## config.mk

```make
export PLATFORM = sky130hd
export DESIGN_NAME = tile_mosaic_averager
export DESIGN_NICKNAME = d
export VERILOG_FILES = /design/src/hdl/tma_pkg.sv /design/src/hdl/tma_accum.sv /design/src/hdl/tma_divider.sv /design/src/hdl/tile_mosaic_averager.sv
export SDC_FILE = /design/constraint.sdc
export NUM_CORES = 1
export LEC_CHECK = 0
export BUFFER_PORTS_ARGS = -buffer_cell sky130_fd_sc_hd__buf_2
export CORE_UTILIZATION = 65
export CTS_CLUSTER_SIZE = 8
export DETAILED_ROUTE_END_ITERATION = 10
export HOLD_SLACK_MARGIN = 0.1
export PLACE_DENSITY_LB_ADDON = 0.3
export SKIP_CTS_REPAIR_TIMING = 1
export SLEW_MARGIN = 20
export SYNTH_ARGS = -nofsm -noshare
export SYNTH_HDL_FRONTEND = slang
export SYNTH_HIERARCHICAL = 1
export SYNTH_SLANG_ARGS = --single-unit
export TNS_END_PERCENT = 50
```

## constraint.sdc

```tcl
create_clock -name clk -period 7.2 [get_ports clk]
set_input_delay 0.72 -clock clk [delete_from_list [all_inputs] [get_ports clk]]
set_output_delay 0.72 -clock clk [all_outputs]
set_load 0.05 [all_outputs]
```

## src/hdl/tma_pkg.sv

```systemverilog
`timescale 1ns / 1ps

package tma_pkg;

  localparam int CHAN_W  = 8;
  localparam int SUM_W   = 16;
  localparam int TALLY_W = 8;

  typedef struct packed {
    logic [CHAN_W-1:0] red;
    logic [CHAN_W-1:0] green;
    logic [CHAN_W-1:0] blue;
    logic              tile_end;
  } pixel_t;

  typedef struct packed {
    logic [CHAN_W-1:0]  mean_red;
    logic [CHAN_W-1:0]  mean_green;
    logic [CHAN_W-1:0]  mean_blue;
    logic [TALLY_W-1:0] tile_pixels;
    logic               overflowed;
  } result_t;

  // running tile totals handed from the accumulator to the divider and the output register
  typedef struct packed {
    logic [SUM_W-1:0]   red_total;
    logic [SUM_W-1:0]   green_total;
    logic [SUM_W-1:0]   blue_total;
    logic [TALLY_W-1:0] pixel_tally;
    logic               excess_seen;
  } accum_t;

endpackage

```

## src/hdl/tma_accum.sv

```systemverilog
`timescale 1ns / 1ps

module tma_accum #(
  parameter int PIXEL_LIMIT = 144
) (
  input  logic            clk,
  input  logic            rst,
  input  logic            add,
  input  tma_pkg::pixel_t px,
  input  logic            clear,
  output tma_pkg::accum_t acc
);

  localparam logic [tma_pkg::TALLY_W-1:0] LIMIT = tma_pkg::TALLY_W'(PIXEL_LIMIT);

  logic room;

  assign room = acc.pixel_tally < LIMIT;

  always_ff @(posedge clk) begin
    if (rst || clear) begin
      acc <= '0;
    end else if (add) begin
      if (room) begin
        acc.red_total   <= acc.red_total + tma_pkg::SUM_W'(px.red);
        acc.green_total <= acc.green_total + tma_pkg::SUM_W'(px.green);
        acc.blue_total  <= acc.blue_total + tma_pkg::SUM_W'(px.blue);
        acc.pixel_tally <= acc.pixel_tally + 1'b1;
      end else begin
        // pixel past the tile limit is dropped and flagged
        acc.excess_seen <= 1'b1;
      end
    end
  end

endmodule

```

## src/hdl/tma_divider.sv

```systemverilog
`timescale 1ns / 1ps

module tma_divider (
  input  logic                        clk,
  input  logic                        rst,
  input  logic                        start,
  input  logic [tma_pkg::SUM_W-1:0]   dividend,
  input  logic [tma_pkg::TALLY_W-1:0] divisor,
  output logic                        done,
  output logic [tma_pkg::CHAN_W-1:0]  quotient
);

  // restoring division, one quotient bit per cycle, msb first
  logic                             running;
  logic [2:0]                       step;
  logic [tma_pkg::SUM_W-1:0]        rem;
  logic [tma_pkg::CHAN_W-1:0]       q;
  logic [tma_pkg::SUM_W-1:0]        shifted;
  logic                             fits;

  assign shifted  = tma_pkg::SUM_W'(divisor) << step;
  assign fits     = rem >= shifted;
  assign done     = running && (step == 3'd0);
  assign quotient = {q[tma_pkg::CHAN_W-2:0], fits};

  always_ff @(posedge clk) begin
    if (rst) begin
      running <= 1'b0;
      step    <= 3'd0;
    end else if (start) begin
      running <= 1'b1;
      step    <= 3'd7;
    end else if (running) begin
      step <= step - 3'd1;
      if (step == 3'd0) begin
        running <= 1'b0;
      end
    end
  end

  always_ff @(posedge clk) begin
    if (start) begin
      rem <= dividend;
      q   <= '0;
    end else if (running) begin
      if (fits) begin
        rem <= rem - shifted;
      end
      q <= quotient;
    end
  end

endmodule

```

## src/hdl/tile_mosaic_averager.sv

```systemverilog
`timescale 1ns / 1ps

// block averager for mosaic pixelation. pixels of one tile come in one per
// transfer (start high while busy is low); a pixel without tile_end leaves
// busy low, so a pixel stream runs at one per clock while no tile ends.
// the pixel carrying tile_end raises busy while one shared restoring
// divider works through red, green and blue in turn, a load state plus
// eight quotient bits each. the result appears on result for
// exactly one cycle with done high, and the receiver cannot stall it; it
// must take every result in that cycle. a new pixel may be transferred in
// the same cycle as done. pixels past the limit of TILE_SIDE squared
// (capped at 255) are dropped and reported through overflowed.
module tile_mosaic_averager #(
  parameter int TILE_SIDE = 12
) (
  input  logic             clk,
  input  logic             rst,
  input  logic             start,
  input  tma_pkg::pixel_t  pixel,
  output logic             busy,
  output logic             done,
  output tma_pkg::result_t result
);

  localparam int RAW_LIMIT   = TILE_SIDE * TILE_SIDE;
  localparam int PIXEL_LIMIT = (RAW_LIMIT > 255) ? 255 : RAW_LIMIT;

  // sequencer states
  localparam logic [1:0] ST_IDLE = 2'd0;
  localparam logic [1:0] ST_LOAD = 2'd1;
  localparam logic [1:0] ST_RUN  = 2'd2;

  // channel codes
  localparam logic [1:0] CH_RED   = 2'd0;
  localparam logic [1:0] CH_GREEN = 2'd1;
  localparam logic [1:0] CH_BLUE  = 2'd2;

  logic [1:0]                   state;
  logic [1:0]                   chan;
  logic                         accept;
  logic                         div_start;
  logic                         div_done;
  logic [tma_pkg::CHAN_W-1:0]   div_q;
  logic [tma_pkg::CHAN_W-1:0]   mean_gated;
  logic [tma_pkg::SUM_W-1:0]    dividend;
  logic [tma_pkg::CHAN_W-1:0]   mean_red;
  logic [tma_pkg::CHAN_W-1:0]   mean_green;
  logic                         last_chan;
  tma_pkg::accum_t              acc;

  assign busy      = state != ST_IDLE;
  assign accept    = start && !busy;
  assign div_start = state == ST_LOAD;
  assign last_chan = chan == CH_BLUE;

  // empty tile gives zero means instead of a divide by zero
  assign mean_gated = div_q & {tma_pkg::CHAN_W{acc.pixel_tally != '0}};

  // totals stay frozen while busy, so the divider reads them directly
  tma_accum #(
    .PIXEL_LIMIT(PIXEL_LIMIT)
  ) u_accum (
    .clk   (clk),
    .rst   (rst),
    .add   (accept),
    .px    (pixel),
    .clear (div_done && last_chan),
    .acc   (acc)
  );

  always_comb begin
    case (chan)
      CH_RED:   dividend = acc.red_total;
      CH_GREEN: dividend = acc.green_total;
      default:  dividend = acc.blue_total;
    endcase
  end

  tma_divider u_divider (
    .clk      (clk),
    .rst      (rst),
    .start    (div_start),
    .dividend (dividend),
    .divisor  (acc.pixel_tally),
    .done     (div_done),
    .quotient (div_q)
  );

  // sequencer: tile end starts the red, green, blue division pass
  always_ff @(posedge clk) begin
    if (rst) begin
      state <= ST_IDLE;
      chan  <= CH_RED;
      done  <= 1'b0;
    end else begin
      done <= 1'b0;
      case (state)
        ST_IDLE: begin
          if (accept && pixel.tile_end) begin
            state <= ST_LOAD;
            chan  <= CH_RED;
          end
        end
        ST_LOAD: begin
          state <= ST_RUN;
        end
        ST_RUN: begin
          if (div_done) begin
            if (last_chan) begin
              state <= ST_IDLE;
              done  <= 1'b1;
            end else begin
              state <= ST_LOAD;
              chan  <= chan + 2'd1;
            end
          end
        end
        default: begin
          state <= ST_IDLE;
        end
      endcase
    end
  end

  // per channel means and the output register
  always_ff @(posedge clk) begin
    if (div_done) begin
      case (chan)
        CH_RED:   mean_red   <= mean_gated;
        CH_GREEN: mean_green <= mean_gated;
        default: begin
          result.mean_red    <= mean_red;
          result.mean_green  <= mean_green;
          result.mean_blue   <= mean_gated;
          result.tile_pixels <= acc.pixel_tally;
          result.overflowed  <= acc.excess_seen;
        end
      endcase
    end
  end

  // a result only follows a finished division pass
  assert property (@(posedge clk) disable iff (rst)
    done |-> $past(state) == ST_RUN && $past(chan) == CH_BLUE)
    else $error("result without a completed division pass");

  // the pixel marked last is counted unless the tally is already at the limit, so a tile is never empty
  assert property (@(posedge clk) disable iff (rst)
    done |-> result.tile_pixels != '0)
    else $error("empty tile reported");

  // the tally never passes the pixel limit
  assert property (@(posedge clk) disable iff (rst)
    acc.pixel_tally <= tma_pkg::TALLY_W'(PIXEL_LIMIT))
    else $error("pixel tally past limit");

  // totals must hold while the divider works on them
  assert property (@(posedge clk) disable iff (rst)
    (state == ST_RUN && $past(state) == ST_RUN) |-> $stable(acc))
    else $error("totals changed during division");

endmodule

```

==> out/metrics.cfg <==
[grt]
grt_pass1_wl_um=29000
grt.total_usage=0.299
grt-ovfl-total=0
grt_max_degree=52
antenna_found_initial=0
grt_pass1_vias=6082

[placed_design]
port_buffers=62
hpwlAfterDp_um=12300
placed_cells=980
gp_congestion=0.924

[timing]
setup-violations-final=0
period_share=0.483
slew_headroom=0.277
slew_violations=0
hold_ws_ps=411
grt_setup_unrepaired=no
setup_tns_ps=0
finClkSkew_ps=9.26
worst_pin_slew_ps=1080
post-route-min-period_ps=3480
timing.fmax_ghz=0.288
hold_viol=0

[route]
remaining_drc_errors=0
first_pass_iters=5
route.antenna.remaining_nets=0
drt_iter0_drc=653
wl_met1_um=7350
wire_per_inst_um=17.4
routed.top_layer=met4
dr_wl_met3_um=1200
wl_met2_um=8680
wirelength_um=17700
vias_per_cell=6.26
via_count=6339

[synthesis]
ys_seq_area_frac=0.445
synth_top_cells_by_area=edfxtp_1 25%, dfxtp_1 19%, ha_1 7.3%, nand2_1 5.9%, a21oi_1 4.3%
synth_area_um2=7670
yosysWarnings=6
avgSynthCellArea_um2=9.52
ys_ff_latch=138
syn_inst=805
syn-num-nets=882
synthFlopType=dfxtp_1
async_flop_share=0
synth_top_area_frac=0.255
yosysUniqueCellTypes=71
synth_edf_count=65
synth_top_area_cell=edfxtp_1

[flow_run]
drv_cap=0

[die]
ios=63
die_area_um2=12200
initial_utilization=0.669
die_x_um=111
die_y_um=111
rows=39
core_um2=11500

[layout]
layout_commonest_cell=nand2_1
diodes=0
final_cells=1012
layout_common_cells=120 x nand2_1, 73 x dfxtp_1, 66 x a21oi_1, 65 x edfxtp_1, 62 x buf_2
final_core_util=0.748
drive_gt1_frac=0.137
nNetsFinal=933
syn2layout_area_growth_pct=11.9

[status]
status=finished clean

[setup_path]
critPathRequiredTime_ps=7370
path_max_fanout=16
worst-setup-path-type=flip-flop to flip-flop
cp_slowest_stage_delay_ps=670
slowest_stage=dfxtp_1
crit_chain=inv_1 -> o31a_1 -> a32oi_1 -> ha_1 -> or3_1 -> o211ai_1 -> a21oi_1 -> nor4b_2 -> o21ai_1 -> buf_4
crit_path_start_kind=flip-flop
crit_arrival_ps=3650
crit_buf_inv=2
cp-end-kind=flip-flop
critPathTopFamily=compound AO/OA/AOI/OAI gates

[hold_path]
hold_class=flip-flop to flip-flop

[clock_tree]
cts_buffer_depth=2
cts_tree=yes
cts_made_buffers=17
clk_latency_ps=430
cts.sinks=138
clockRootBuffer=clkbuf_16
clk_pin_slew_ps=60
htree_levels=4

[power_and_ir_drop]
p_leak_nw=3.29
ir_drop_mv=0.345
p_per_area_nw_per_um2=240
power_mw=2.06

==> logic make-up (layout without fill, tap and decap cells) <==
group                      count (synthesis)  count (layout)  synth area share
AOI/OAI and AO/OA                        192             192             0.164
xor gates and xnor gates                  39              39            0.0446
adders and majority gates                 49              49            0.0839
buffers and inverters                     50             114            0.0290
DFF                                      138             138             0.445
muxes                                     28              28            0.0370
and+or+nand+nor                          309             309             0.197
==> registers in the layout, indices dropped and copies added (netlist names) <==
signal             count
chan                   2
done                   1
mean_green             8
mean_red               8
result                33
state                  2
u_accum/acc           57
u_divider/q            7
u_divider/rem         16
u_divider/running      1
u_divider/step         3
==> Yosys cell counts, drive strengths merged (4+ instances only) <==
cell type	instances
and2	18
nor2	58
o211ai	12
and3	4
nand2b	9
xnor2	16
a22oi	17
nand2	120
edfxtp	65
nor3b	5
mux2i	25
a21o	8
nor3	13
or3	13
a211oi	11
a2111o	6
ha	45
inv	15
dfxtp	73
o21ai	43
and4	4
nand3	32
a31oi	4
a21oi	68
fa	4
xor2	23
nand4	15
nor4	5
clkbuf	17
buf	17
==> report_power, final <==
part | leakage (nW) | switching [mW] | internal, mW
logic | 1.82 | 0.215 | 0.138
registers | 1.19 | 0.0358 | 0.861
clock network | 0.276 | 0.352 | 0.456
total | 3.29 | 0.603 | 1.46
==> per-layer routing <==
layer  vias to the layer above  global-route usage
li1                       3060                   -
met1                      2974               0.373
met2                       263               0.501
met3                        42              0.0604
met4                         0               0.135
met5                         -                   0
==> through the flow <==
stage / area, µm² / worst slack [ps]
6_report: 8580 / 3720
5_1_grt: 8580 / 3480
4_1_cts: 8580 / 3750
3_5_place_dp: 8020 / 3740
3_3_place_gp: 8020 / 3870
2_1_floorplan: 7670 / 3720
==> area by class of cell <==
class	count	area, µm²
clock inverters	14	115
inverters	16	60.1
fillers	762	2890
multi-input cells	617	4030
repair buffers	66	340
clock buffers	18	439
flip-flops and latches	138	3410
well taps	143	179
==> path summary, 6_finish.rpt <==
check                                                    start                          end  slack [ps]  cells past startpoint
worst min register to register           mean_red[1]$_DFFE_PP_         result[26]$_DFFE_PP_         410                      0
worst min-delay path                     mean_red[1]$_DFFE_PP_         result[26]$_DFFE_PP_         410                      0
worst max register to register  u_divider/step[0]$_SDFFE_PP0P_  u_divider/rem[12]$_DFFE_PP_        3720                     10
worst max-delay path            u_divider/step[0]$_SDFFE_PP0P_  u_divider/rem[12]$_DFFE_PP_        3720                     10
No activity file was read; power rests on OpenSTA's default activity.
